<file path="src/rtl/core/dbtd_pkg.sv">
// Shared types, constants and the GCR code table for the DSHOT telemetry decoder.
// No dependencies; used by dbtd_div and dshot_bidir_telemetry_decoder_top.
package dbtd_pkg;

  localparam int FRAME_BITS = 21;
  localparam int TOTAL_SAT  = FRAME_BITS + 1;
  localparam int TOTAL_W    = 5;
  localparam int TICKS_W    = 15;
  localparam int PERIOD_W   = 13;
  localparam int TICK_NS    = 100;
  localparam int DIVIDEND_W = 22;
  localparam int QUOT_W     = 22;
  localparam int REM_W      = PERIOD_W;
  localparam int PAYLOAD_W  = 12;
  localparam int CODE_W     = 16;
  localparam int ERPM_W     = 16;
  localparam int CNT_W      = 32;

  localparam logic [PERIOD_W-1:0] PERIOD_RESET = 13'd2666;
  localparam logic [PAYLOAD_W-1:0] PAYLOAD_NONE = 12'hFFF;

  // configuration register addresses
  localparam logic [2:0] ADDR_BIT_PERIOD = 3'd0;

  typedef enum logic [2:0] {
    ST_ERPM      = 3'd0,
    ST_TELEM     = 3'd1,
    ST_BAD_CRC   = 3'd2,
    ST_TOO_LONG  = 3'd3,
    ST_BAD_START = 3'd4
  } status_t;

  // divider status seen by the sequencer
  typedef struct packed {
    logic              busy;
    logic [QUOT_W-1:0] quotient;
  } div_stat_t;

  // GCR 5-bit code to nibble; invalid codes give 0xFF
  function automatic logic [7:0] gcr_decode(input logic [4:0] code);
    logic [7:0] nib;
    unique case (code)
      5'h09:   nib = 8'h09;
      5'h0A:   nib = 8'h0A;
      5'h0B:   nib = 8'h0B;
      5'h0D:   nib = 8'h0D;
      5'h0E:   nib = 8'h0E;
      5'h0F:   nib = 8'h0F;
      5'h12:   nib = 8'h02;
      5'h13:   nib = 8'h03;
      5'h15:   nib = 8'h05;
      5'h16:   nib = 8'h06;
      5'h17:   nib = 8'h07;
      5'h19:   nib = 8'h00;
      5'h1A:   nib = 8'h08;
      5'h1B:   nib = 8'h01;
      5'h1D:   nib = 8'h04;
      5'h1E:   nib = 8'h0C;
      default: nib = 8'hFF;
    endcase
    return nib;
  endfunction

endpackage

</file>
<file path="src/rtl/core/dbtd_div.sv">
// Restoring divider, one quotient bit per cycle, for run length to bit count.
// Depends on dbtd_pkg.
module dbtd_div (
  input  logic                             clk,
  input  logic                             rst,
  input  logic                             start,
  input  logic [dbtd_pkg::DIVIDEND_W-1:0]  dividend,
  input  logic [dbtd_pkg::PERIOD_W-1:0]    divisor,
  output dbtd_pkg::div_stat_t              stat
);

  localparam int STEP_W = $clog2(dbtd_pkg::QUOT_W + 1);

  logic [STEP_W-1:0]              count;
  logic [dbtd_pkg::REM_W-1:0]     rem;
  logic [dbtd_pkg::QUOT_W-1:0]    quot;
  logic [dbtd_pkg::PERIOD_W-1:0]  dvsr;

  logic [dbtd_pkg::REM_W:0]       trial;
  logic [dbtd_pkg::REM_W+1:0]     diff;
  logic                           ge;

  // trial subtract of the next dividend bit
  always_comb begin
    trial = {rem, quot[dbtd_pkg::QUOT_W-1]};
    diff  = {1'b0, trial} - {2'b00, dvsr};
    ge    = ~diff[dbtd_pkg::REM_W+1];
  end

  // load on start, then shift one quotient bit in per cycle
  always_ff @(posedge clk) begin
    if (rst) begin
      count <= '0;
    end else if (start) begin
      count <= STEP_W'(dbtd_pkg::QUOT_W);
    end else if (count != '0) begin
      count <= count - 1'b1;
    end
  end

  always_ff @(posedge clk) begin
    if (start) begin
      rem  <= '0;
      quot <= dbtd_pkg::QUOT_W'(dividend);
      dvsr <= divisor;
    end else if (count != '0) begin
      rem  <= ge ? diff[dbtd_pkg::REM_W-1:0] : trial[dbtd_pkg::REM_W-1:0];
      quot <= {quot[dbtd_pkg::QUOT_W-2:0], ge};
    end
  end

  assign stat.busy     = (count != '0);
  assign stat.quotient = quot;

endmodule

</file>
<file path="src/rtl/core/dshot_bidir_telemetry_decoder_top.sv">
// Top level of the bidirectional DSHOT GCR telemetry decoder.
// Depends on dbtd_pkg and dbtd_div.
//
//  channel   dir  handshake          contents
//  s_*       in   tvalid/tready      one measured line run (level, ticks)
//  m_*       out  tvalid/tready      one decoded frame report, status in tuser
//  APB       in   psel/penable       bit_period_ns at address 0
//
// A run with nonzero length is accepted, divided in the restoring divider (one
// quotient bit per cycle), and its bits are then shifted into the frame register.
// A frame end adds a decode state and a report state; the report waits while the
// output register still holds an untaken transfer. s_tready is high only when
// the sequencer is idle. Reset is synchronous and clears the frame and counters.
module dshot_bidir_telemetry_decoder_top #(
  parameter int MAX_RUNS = 42
) (
  input  logic         clk,
  input  logic         rst,
  input  logic         s_tvalid,
  output logic         s_tready,
  input  logic [15:0]  s_tdata,   // [0] run_level, [15:1] run_ticks
  output logic         m_tvalid,
  input  logic         m_tready,
  output logic [103:0] m_tdata,   // [11:0] raw_payload, [27:12] erpm_period_us,
                                  // [30:28] telem_type, [38:31] telem_value,
                                  // [70:39] frames_seen, [102:71] frames_good
  output logic [2:0]   m_tuser,   // [2:0] status
  input  logic         psel,
  input  logic         penable,
  input  logic         pwrite,
  input  logic [2:0]   paddr,
  input  logic [31:0]  pwdata,
  output logic [31:0]  prdata,
  output logic         pready
);

  localparam int IDX_W = $clog2(MAX_RUNS + 1);
  localparam logic [dbtd_pkg::FRAME_BITS-1:0] ONES = '1;

  typedef enum logic [2:0] {
    S_IDLE,
    S_DIV,
    S_DECODE,
    S_REPORT
  } state_t;

  state_t                            state;
  logic [dbtd_pkg::PERIOD_W-1:0]     bit_period_ns;
  logic [dbtd_pkg::FRAME_BITS-1:0]   bit_shift_reg;
  logic [dbtd_pkg::TOTAL_W-1:0]      bit_total;
  logic [IDX_W-1:0]                  run_index;
  logic                              start_ok;
  logic                              run_level_q;
  logic [dbtd_pkg::CNT_W-1:0]        seen_counter;
  logic [dbtd_pkg::CNT_W-1:0]        good_counter;
  logic [dbtd_pkg::CODE_W-1:0]       code_word;
  dbtd_pkg::status_t                 frame_kind;

  // output register
  dbtd_pkg::status_t                 out_status;
  logic [dbtd_pkg::PAYLOAD_W-1:0]    out_payload;
  logic [dbtd_pkg::ERPM_W-1:0]       out_erpm;
  logic [2:0]                        out_type;
  logic [7:0]                        out_value;
  logic [dbtd_pkg::CNT_W-1:0]        out_seen;
  logic [dbtd_pkg::CNT_W-1:0]        out_good;

  logic                              run_level;
  logic [dbtd_pkg::TICKS_W-1:0]      run_ticks;
  logic                              in_xfer;
  logic                              cfg_wr;
  logic                              start_ok_in;
  logic [dbtd_pkg::PERIOD_W-1:0]     period_eff;
  logic [dbtd_pkg::DIVIDEND_W-1:0]   dividend;
  logic                              div_start;
  dbtd_pkg::div_stat_t               div_stat;

  assign run_level = s_tdata[0];
  assign run_ticks = s_tdata[15:1];
  assign s_tready  = (state == S_IDLE);
  assign in_xfer   = s_tvalid && s_tready;
  assign div_start = in_xfer && (run_ticks != '0);

  // configuration port
  assign pready = 1'b1;
  assign cfg_wr = psel && penable && pwrite && pready;
  assign prdata = (paddr == dbtd_pkg::ADDR_BIT_PERIOD) ?
                  32'(bit_period_ns) : 32'd0;

  always_ff @(posedge clk) begin
    if (rst) begin
      bit_period_ns <= dbtd_pkg::PERIOD_RESET;
    end else if (cfg_wr && paddr == dbtd_pkg::ADDR_BIT_PERIOD) begin
      bit_period_ns <= pwdata[dbtd_pkg::PERIOD_W-1:0];
    end
  end

  // round(ticks * 100 / period): add half the period before dividing
  always_comb begin
    period_eff  = (bit_period_ns == '0) ? dbtd_pkg::PERIOD_W'(1) : bit_period_ns;
    dividend    = dbtd_pkg::DIVIDEND_W'(run_ticks) *
                  dbtd_pkg::DIVIDEND_W'(dbtd_pkg::TICK_NS) +
                  dbtd_pkg::DIVIDEND_W'(period_eff >> 1);
    start_ok_in = (run_index == '0) ? (!run_level && run_ticks != '0) : start_ok;
  end

  dbtd_div u_div (
    .clk      (clk),
    .rst      (rst),
    .start    (div_start),
    .dividend (dividend),
    .divisor  (period_eff),
    .stat     (div_stat)
  );

  // shift the run's bits into the frame register
  logic [dbtd_pkg::QUOT_W-1:0]       nbits;
  logic [4:0]                        nsh;
  logic [dbtd_pkg::FRAME_BITS-1:0]   shift_next;
  logic [dbtd_pkg::TOTAL_W:0]        total_sum;
  logic [dbtd_pkg::TOTAL_W-1:0]      total_next;
  logic [IDX_W-1:0]                  index_next;

  always_comb begin
    nbits     = div_stat.quotient;
    nsh       = nbits[4:0];
    total_sum = {1'b0, bit_total} + (dbtd_pkg::TOTAL_W + 1)'(nsh);
    if (nbits >= dbtd_pkg::QUOT_W'(dbtd_pkg::FRAME_BITS)) begin
      shift_next = run_level_q ? ONES : '0;
    end else begin
      shift_next = (bit_shift_reg << nsh) | (run_level_q ? ~(ONES << nsh) : '0);
    end
    if (nbits >= dbtd_pkg::QUOT_W'(dbtd_pkg::TOTAL_SAT) ||
        total_sum > (dbtd_pkg::TOTAL_W + 1)'(dbtd_pkg::TOTAL_SAT)) begin
      total_next = dbtd_pkg::TOTAL_W'(dbtd_pkg::TOTAL_SAT);
    end else begin
      total_next = total_sum[dbtd_pkg::TOTAL_W-1:0];
    end
    index_next = run_index + 1'b1;
  end

  // pad with ones, undo the transition coding, map GCR codes
  logic [4:0]                        pad;
  logic [dbtd_pkg::FRAME_BITS-1:0]   padded;
  logic [dbtd_pkg::FRAME_BITS-1:0]   plain;
  logic [dbtd_pkg::CODE_W-1:0]       code_next;

  always_comb begin
    pad       = 5'(dbtd_pkg::FRAME_BITS) - bit_total;
    padded    = (bit_shift_reg << pad) | ~(ONES << pad);
    plain     = padded ^ (padded >> 1);
    code_next = '0;
    for (int i = 0; i < 4; i++) begin
      code_next = code_next |
                  dbtd_pkg::CODE_W'({8'h00, dbtd_pkg::gcr_decode(plain[5*i +: 5])} << (4*i));
    end
  end

  // CRC check and report fields
  logic [3:0]                        crc;
  logic                              crc_ok;
  logic [dbtd_pkg::PAYLOAD_W-1:0]    payload;
  logic [dbtd_pkg::ERPM_W-1:0]       erpm;
  logic                              out_free;
  logic                              report_fire;
  dbtd_pkg::status_t                 rep_status;
  logic [dbtd_pkg::PAYLOAD_W-1:0]    rep_payload;
  logic [dbtd_pkg::ERPM_W-1:0]       rep_erpm;
  logic [2:0]                        rep_type;
  logic [7:0]                        rep_value;
  logic [dbtd_pkg::CNT_W-1:0]        seen_next;
  logic [dbtd_pkg::CNT_W-1:0]        good_next;

  always_comb begin
    crc         = ~(code_word[7:4] ^ code_word[11:8] ^ code_word[15:12]);
    crc_ok      = (crc == code_word[3:0]);
    payload     = code_word[15:4];
    erpm        = (payload == dbtd_pkg::PAYLOAD_NONE) ? '0 :
                  (dbtd_pkg::ERPM_W'(payload[8:0]) << payload[11:9]);
    out_free    = !m_tvalid || m_tready;
    report_fire = (state == S_REPORT) && out_free;
    rep_status  = frame_kind;
    rep_payload = '0;
    rep_erpm    = '0;
    rep_type    = '0;
    rep_value   = '0;
    seen_next   = seen_counter;
    good_next   = good_counter;
    if (frame_kind != dbtd_pkg::ST_BAD_START) begin
      seen_next = seen_counter + 1'b1;
    end
    if (frame_kind == dbtd_pkg::ST_BAD_CRC && crc_ok) begin
      good_next   = good_counter + 1'b1;
      rep_payload = payload;
      if (payload[8]) begin
        rep_status = dbtd_pkg::ST_ERPM;
        rep_erpm   = erpm;
      end else begin
        rep_status = dbtd_pkg::ST_TELEM;
        rep_type   = payload[11:9];
        rep_value  = payload[7:0];
      end
    end
  end

  // sequencer, frame state, counters and output register
  always_ff @(posedge clk) begin
    if (rst) begin
      state         <= S_IDLE;
      bit_shift_reg <= '0;
      bit_total     <= '0;
      run_index     <= '0;
      start_ok      <= 1'b0;
      seen_counter  <= '0;
      good_counter  <= '0;
      m_tvalid      <= 1'b0;
    end else begin
      // raise valid on a new report, drop it once the transfer is taken
      if (report_fire) begin
        m_tvalid <= 1'b1;
      end else if (m_tready) begin
        m_tvalid <= 1'b0;
      end
      unique case (state)
        S_IDLE: begin
          if (in_xfer) begin
            start_ok    <= start_ok_in;
            run_level_q <= run_level;
            state       <= (run_ticks == '0) ? S_DECODE : S_DIV;
          end
        end
        S_DIV: begin
          // apply once the divider has finished
          if (!div_stat.busy) begin
            bit_shift_reg <= shift_next;
            bit_total     <= total_next;
            run_index     <= index_next;
            state         <= (index_next >= IDX_W'(MAX_RUNS)) ? S_DECODE : S_IDLE;
          end
        end
        S_DECODE: begin
          code_word <= code_next;
          if (!start_ok) begin
            frame_kind <= dbtd_pkg::ST_BAD_START;
          end else if (bit_total > dbtd_pkg::TOTAL_W'(dbtd_pkg::FRAME_BITS)) begin
            frame_kind <= dbtd_pkg::ST_TOO_LONG;
          end else begin
            frame_kind <= dbtd_pkg::ST_BAD_CRC;
          end
          state <= S_REPORT;
        end
        S_REPORT: begin
          // hold until the output register is free
          if (out_free) begin
            out_status    <= rep_status;
            out_payload   <= rep_payload;
            out_erpm      <= rep_erpm;
            out_type      <= rep_type;
            out_value     <= rep_value;
            seen_counter  <= seen_next;
            good_counter  <= good_next;
            out_seen      <= seen_next;
            out_good      <= good_next;
            bit_shift_reg <= '0;
            bit_total     <= '0;
            run_index     <= '0;
            start_ok      <= 1'b0;
            state         <= S_IDLE;
          end
        end
        default: state <= S_IDLE;
      endcase
    end
  end

  assign m_tuser = out_status;
  assign m_tdata = {1'b0, out_good, out_seen, out_value, out_type, out_erpm, out_payload};

  // the divider is never running while a new run can be taken
  a_idle_div: assert property (@(posedge clk) disable iff (rst)
    s_tready |-> !div_stat.busy)
    else $error("divider busy while accepting a run");

  // the good-frame count only moves together with the seen count
  a_good_seen: assert property (@(posedge clk) disable iff (rst)
    (good_counter != $past(good_counter)) |-> (seen_counter != $past(seen_counter)))
    else $error("good frame counted without a seen frame");

  // the bit total saturates
  a_total_sat: assert property (@(posedge clk) disable iff (rst)
    bit_total <= dbtd_pkg::TOTAL_W'(dbtd_pkg::TOTAL_SAT))
    else $error("bit total above saturation");

  // a frame never waits for input with a full run count
  a_run_limit: assert property (@(posedge clk) disable iff (rst)
    (state == S_IDLE) |-> (run_index < IDX_W'(MAX_RUNS)))
    else $error("run count reached the limit while idle");

endmodule

</file>
<file path="config.mk">
export PLATFORM = sky130hd
export DESIGN_NAME = dshot_bidir_telemetry_decoder_top
export DESIGN_NICKNAME = d
export VERILOG_FILES = /design/src/rtl/core/dbtd_pkg.sv /design/src/rtl/core/dbtd_div.sv /design/src/rtl/core/dshot_bidir_telemetry_decoder_top.sv
export SDC_FILE = /design/constraint.sdc
export NUM_CORES = 1
export LEC_CHECK = 0
export ABC_AREA = 0
export BUFFER_PORTS_ARGS = -buffer_cell sky130_fd_sc_hd__buf_2
export CORE_MARGIN = 5
export CORE_UTILIZATION = 45
export DETAILED_ROUTE_END_ITERATION = 16
export PLACE_DENSITY = 0.66
export SYNTH_ARGS = -nofsm -noshare
export SYNTH_HDL_FRONTEND = slang
export SYNTH_SLANG_ARGS = --single-unit
</file>
<file path="constraint.sdc">
create_clock -name clk -period 7.6 [get_ports clk]
set_input_delay 1.52 -clock clk [delete_from_list [all_inputs] [get_ports clk]]
set_output_delay 1.52 -clock clk [all_outputs]
set_load 0.1 [all_outputs]
</file>
Word level (Yosys, flattened, before mapping)

Memories as Yosys holds them, arrays and structs flattened.
Cells that the tools add are included.

Add/sub/neg operators: 8
Multiply operators: 1
$lt $le $gt $ge: 5
Eq/ne operators: 11
Shifts and indexed selects: 5
Multiplexer cells: 37
Bitwise logic cells: 15
Reduce and logical (&&, ||, !) cells: 33

Operators by type and width:

| operator                                                                | number |
|---|---|
| 21-bit 2-to-1 mux                                                       | 5 |
| 32-bit by 1-bit adder with 32-bit output (second input constant)        | 2 |
| 32-bit 2-to-1 mux                                                       | 2 |
| 22-bit by 5-bit >= comparator with 1-bit output (second input constant) | 2 |
| 22-bit 2-to-1 mux                                                       | 2 |
| 21-bit inverter                                                         | 2 |
| 21-bit bitwise OR                                                       | 2 |
| 21-bit case mux with 2 select lines                                     | 1 |
| 21-bit by 5-bit left shift with 21-bit output                           | 2 |
| 21-bit by 5-bit left shift with 21-bit output (first input constant)    | 2 |
| 13-bit 2-to-1 mux                                                       | 3 |
| 5-bit 2-to-1 mux                                                        | 5 |
| 22-bit by 12-bit adder with 22-bit output                               | 1 |
| 15-bit by 5-bit multiplier with 20-bit output (second input constant)   | 1 |
| 20-bit bitwise XOR                                                      | 1 |
| 12-bit by 16-bit bitwise OR with 16-bit output                          | 1 |
| 16-bit bitwise OR                                                       | 1 |
| 9-bit by 3-bit left shift with 16-bit output                            | 1 |
| 15-bit logical NOT                                                      | 1 |
| 15-bit nonzero test                                                     | 1 |
| 14-bit by 13-bit subtractor with 15-bit output                          | 1 |
| 13-bit logical NOT                                                      | 1 |
| 12-bit equality test (second input constant)                            | 1 |
| 3-bit 2-to-1 mux                                                        | 4 |
| other kinds (36)                                                        | 70 |

Register bits: 293
Bits in read-only memories: 1,024
Input port bits: 58
Output and inout port bits: 142
Logic and storage cells: 144
Memories kept: 4

Memory list:

| memory          | depth | width | rd ports | clocked after memory_dff | write ports | RTL line       | RTL |
|---|---|---|---|---|---|---|---|
| (no name shown) | 32    | 8     | 1        | 0                        | 0           | dbtd_pkg.sv:42 | `unique case (code)` |
| (no name shown) | 32    | 8     | 1        | 0                        | 0           | dbtd_pkg.sv:42 |  |
| (no name shown) | 32    | 8     | 1        | 0                        | 0           | dbtd_pkg.sv:42 |  |
| (no name shown) | 32    | 8     | 1        | 0                        | 0           | dbtd_pkg.sv:42 |  |

Longest topological paths before layout

An unclocked memory read counts as a cell.

Word-level depth: 9
Gate-level depth with buffers: 19
Depth with buffers taken out: 18

Modules after synthesis

Synthesis repeated with hierarchy kept, for this count alone.

Cells, all modules: 2,048
Area total of the unflattened synthesis: 19,522.5 µm²

By module, submodules not included:

| module                            | times used | cells an instance | area an instance (µm²) | sequential area each (µm²) |
|---|---|---|---|---|
| dshot_bidir_telemetry_decoder_top | 1          | 1,798             | 16,719.8               | 6,045.8 |
| dbtd_div                          | 1          | 250               | 2,802.7                | 1,411.4 |

Least setup slack after synthesis

No wires, ideal clock.

Kind: input -> register
Start: input m_tready
End: register out_status[0] (netlist: m_tuser[0]), enable pin
Setup time: 0.572 ns
Arrival: 6.700 ns
Data required time: 7.028 ns
Path slack: 0.328 ns
Cell stages on the path: 5
Buffers on the path: 2
Cells stage by stage: nand2b_1 -> nand3_1 -> clkbuf_1 -> clkbuf_1 -> nor2_1

Word-level cells in the longest chain between the ends: 2

Ends and longest elaborated chain:

| element                       | RTL line                                 | RTL |
|---|---|---|
| start, declared               | dshot_bidir_telemetry_decoder_top.sv:23  | `input logic m_tready,` |
| 1-bit logical OR              | dshot_bidir_telemetry_decoder_top.sv:180 | `out_free = !m_tvalid \|\| m_tready;` |
| 3-bit AND reduction (no line) | -                                        |  |
| end signal, assigned          | dshot_bidir_telemetry_decoder_top.sv:255 | `out_status <= rep_status;` |
| end, declared                 | dshot_bidir_telemetry_decoder_top.sv:60  | `dbtd_pkg::status_t out_status;` |

No other way between the ends.
A chain may end at the register's enable or synchronous reset.

Worst setup path in the final report

Start: input s_tdata[5]
End: register u_div.quot[21] (netlist name) (data pin)

Word-level cells in the longest chain between the ends: 3
Elaborated cells between the ends (all ways): 5
Classes of those cells: add/sub (1); mul (1); mux (1); reduce/logical (2)

Ends and longest elaborated chain:

| element                                                                              | RTL line                                                                          | RTL |
|---|---|---|
| start, declared                                                                      | dshot_bidir_telemetry_decoder_top.sv:21                                           | `input logic [15:0] s_tdata,` |
| 15-bit by 5-bit multiplier with 20-bit output or 15-bit nonzero test (tied branches) | dshot_bidir_telemetry_decoder_top.sv:101, dshot_bidir_telemetry_decoder_top.sv:82 |  |
| 22-bit by 12-bit adder with 22-bit output or 1-bit logical AND (tied branches)       | dshot_bidir_telemetry_decoder_top.sv:102, dshot_bidir_telemetry_decoder_top.sv:82 |  |
| 22-bit 2-to-1 mux (*)                                                                | dbtd_div.sv:42                                                                    | `if (start) begin` |
| end signal, assigned                                                                 | dbtd_div.sv:44                                                                    | `quot <= dbtd_pkg::QUOT_W'(dividend);` |
| end signal, assigned                                                                 | dbtd_div.sv:48                                                                    | `quot <= {quot[dbtd_pkg::QUOT_W-2:0], ge};` |
| end, declared                                                                        | dbtd_div.sv:16                                                                    | `logic [dbtd_pkg::QUOT_W-1:0] quot;` |

Mark *: on every way between the ends. The rest lies on a longest branch, timed or not.

==> impl_results.md <==
- Max IR drop VDD: 0.197 mV
- Largest delay share family, worst path: adder cells
- Synth cell types: 94
- Ys async rst share: 0%
- Nets: 2,308
- Detailed Routing Iterations Pass 1: 5
- Root Driver: clkbuf_16
- CTS Buf Count: 31
- PwrDens: 234 nW/um^2
- Core ar.: 42,800 sq um
- Initial Util: 45.2%
- Status: finished, final reports clean
- Largest area contributor in the netlist: edfxtp_1
- Setup tns final: 0 ps
- Fin worst setup slack: 2250 ps
- Crit end category: flop
- Final hold vios: 0
- HPWL after DPL: 30,200 um
- Fillcell total: 3,943
- CTS max path bufs: 3
- IO Count: 200
- DR WL met3: 1990 um
- Clock transition at the registers of the reported paths: 60 ps
- Crit path cell chain: buf_2 > inv_1 > ha_1 > ha_1 > inv_1 > fa_1 > inv_1 > ha_1 > a21oi_1 > o21ai_0 > xor2_1 > ha_1 > and2_1 > a31o_2 > a311oi_1 > nor3b_1 > or4b_1 > xnor2_1 > o21ai_0
- Final ANT Viol Nets: 0
- #FFs+latches synth: 292
- DR top layer: met4
- Pre-CTS WS: 1650 ps
- Layout area overhead: 10.4%
- Met2 wire len: 20,200 um
- Mean area per synthesized cell: 9.43 sq um
- Total grt overflow: 0
- Post-Syn Area: 19,400 sq um
- CTS tree: done
- CP arrival: 5660 ps
- Slew headroom: 24.6%
- Synth top area cells: edfxtp_1 (25%), dfxtp_1 (14%), ha_1 (6.9%), xnor2_1 (4.2%), xor2_1 (3.9%)
- Critical path's largest stage delay: 490 ps
- WL per Instance: 15.4 um
- Die Outline Area: 47,300 sq um
- Multi-input logic area: 10,900 sq um
- EDFF count, synth: 161
- Buffers & Inverters on Critical Path: 4
- Met1 WL: 18,800 um
- Most used cell, CP: ha_1
- Remaining DRCs: 0
- Total Power: 5.00 mW
- Unrepaired setup endpoints after global routing: no
- Initial antenna violation count: 1
- Worst slew pin tran: 1120 ps
- Fmax: 187 MHz
- Lkg Pwr: 8.65 nW
- Die W: 217 um
- Global-route wire length before repair: 69,100 um
- Critical Path Fanout Max: 5
- Final setup vio count: 0
- Hold WC Path Type: flop to flop
- Chip height: 217 um
- Clock Latency Late Sink: 580 ps
- Overall routing resource usage: 17.0%
- Required @ worst endpoint: 7910 ps
- Vias in the first global route: 14,100
- Sequential cell area: 7460 sq um
- # H-tree levels: 1
- Crit Path Class: primary input to flop
- Fraction of layout cells with a size suffix above 1: 14.7%
- Commonest register cell after synthesis: edfxtp_1
- PortBufs: 159
- CTS Sinks: 292
- Post-CTS resize count: 0
- Setup Skew: 13.5 ps
- Type of origin of the critical path: primary input
- Register area share after synthesis: 38.5%
- Total wire length: 41,700 um
- Fin crit share: 70.3%
- Iteration-0 DRC count of the detailed router: 930
- Vias per std cell: 5.43
- CTS Hold Bufs: 0
- Largest net degree at the start of global routing: 80
- Routability congestion estimate: 0.883
- Crit-path slowest cell: fa_1
- Total number of yosys warnings: 0
- Routed vias: 14,700
- Post-Syn Instances: 2,052
- Minimum clock period: 5350 ps
- Number of post-CTS setup repair buffers: 0
- Max-slew violation count: 0
- Placement Rows: 76
- Share of Yosys cell area claimed by the top area cell type: 25.0%
- Max capacitance violation total: 0
stage by stage:
stage | cells | utilization (%) | hold slack [ps] | area (sq um)
6_report | 2702 | 50.0 | 471 | 21400
5_1_grt | 2702 | 50.0 | 484 | 21400
4_1_cts | 2701 | 50.0 | 468 | 21400
3_5_place_dp | 2643 | 47.5 | 459 | 20300
3_3_place_gp | 2643 | 47.5 | 453 | 20300
2_1_floorplan | 2071 | - | 445 | 19400
cell usage after synthesis (4+ instances only):
library cell,number
a31oi_1,13
o22ai_1,7
nand2b_1,15
nand3_1,58
o21a_1,8
buf_4,25
ha_1,107
nand2_1,166
mux2_2,15
o21ai_0,92
dfxtp_1,131
nor4_1,15
nand4_1,23
xor2_1,86
buf_1,12
fa_1,13
o31ai_1,4
and2_1,37
edfxtp_1,161
mux2i_1,73
a21o_1,15
or3_1,31
nor3b_1,8
or2_2,12
a211oi_1,21
buf_2,7
a21oi_1,108
and3_1,31
mux4_2,31
nand3b_1,16
o211ai_1,16
xnor2_1,93
a22oi_1,19
nor2_1,196
nor2b_1,17
or4_1,8
a311oi_1,5
buf_6,6
nor3_1,46
inv_1,111
clkbuf_1,97
a211o_1,5
path summary, 6_finish.rpt:
kind	start	endpoint	slack [ps]	cells after the start
max	s_tdata[5]	u_div.quot[21]	2250	19
min	u_div.count[4]	u_div.count[4]	470	2
max reg2reg	bit_total[1]	code_word[8]	2440	15
min reg2reg	u_div.count[4]	u_div.count[4]	470	2
logic make-up (layout without fill, tap and decap cells):
logic type	after synthesis	after routing	share of synthesized area, %
simple gates	705	705	18.3
compound gates	367	367	12.2
flops	292	292	38.5
buf+inv	261	345	5.83
xor+xnor	183	183	8.43
mux	122	122	8.47
fa+ha+maj	120	120	8.26
other cells	2	22	0.0388
worst reg2reg max path, stage by stage (launching register included):
cell and delay (ps):
dfxtp_2 410, buf_4 470, inv_1 190, ha_1 1040, nor2_1 270, a221oi_1 630, xor2_1 140, nor2_1 220
inv_1 100, ha_1 250, nor2_1 160, a21oi_1 80, o21ai_0 120, nor4b_2 280, a31oi_1 150, or3_1 400
layout make-up:
type | count | share of cell area, %
multi-input cells | 1518 | 50.8
flip-flops and latches | 292 | 34.9
repair buffers | 174 | 4.26
clock buffers | 38 | 3.75
well taps | 546 | 3.20
inverters | 113 | 1.98
clock inverters | 20 | 1.10
diodes | 1 | 0.0117
report_power, final:
group | internal [mW] | leakage (nW) | switching [mW] | total, mW
logic | 0.632 | 5.58 | 0.935 | 1.57
clock network | 0.896 | 0.503 | 0.638 | 1.53
registers | 1.79 | 2.56 | 0.105 | 1.90
total | 3.32 | 8.65 | 1.68 | 5.00
per-layer routing:
layer,vias to the layer above,track usage (%)
met5,-,0
met4,0,4.02
met1,6917,22.6
li1,7414,-
met3,50,2.58
met2,302,29.5
layout by cell type, fill, tap and decap left out, types with 8 or more instances in the layout:
cell,instances
a211oi_1,21
a21o_1,15
a21oi_1,108
a22oi_1,19
a31oi_1,13
and2_1,37
and3_1,31
buf_2,158
buf_4,16
clkbuf_16,31
conb_1,21
dfxtp_1,129
edfxtp_1,161
fa_1,13
ha_1,107
inv_1,111
mux2_2,15
mux2i_1,73
mux4_2,31
nand2_1,166
nand2b_1,15
nand3_1,58
nand3b_1,16
nand4_1,23
nor2_1,194
nor2b_1,16
nor3_1,46
nor4_1,15
o211ai_1,16
o21a_1,8
o21ai_0,92
or2_2,12
or3_1,31
or4_1,8
xnor2_1,93
xor2_1,86
(Power assumes the default switching activity.)
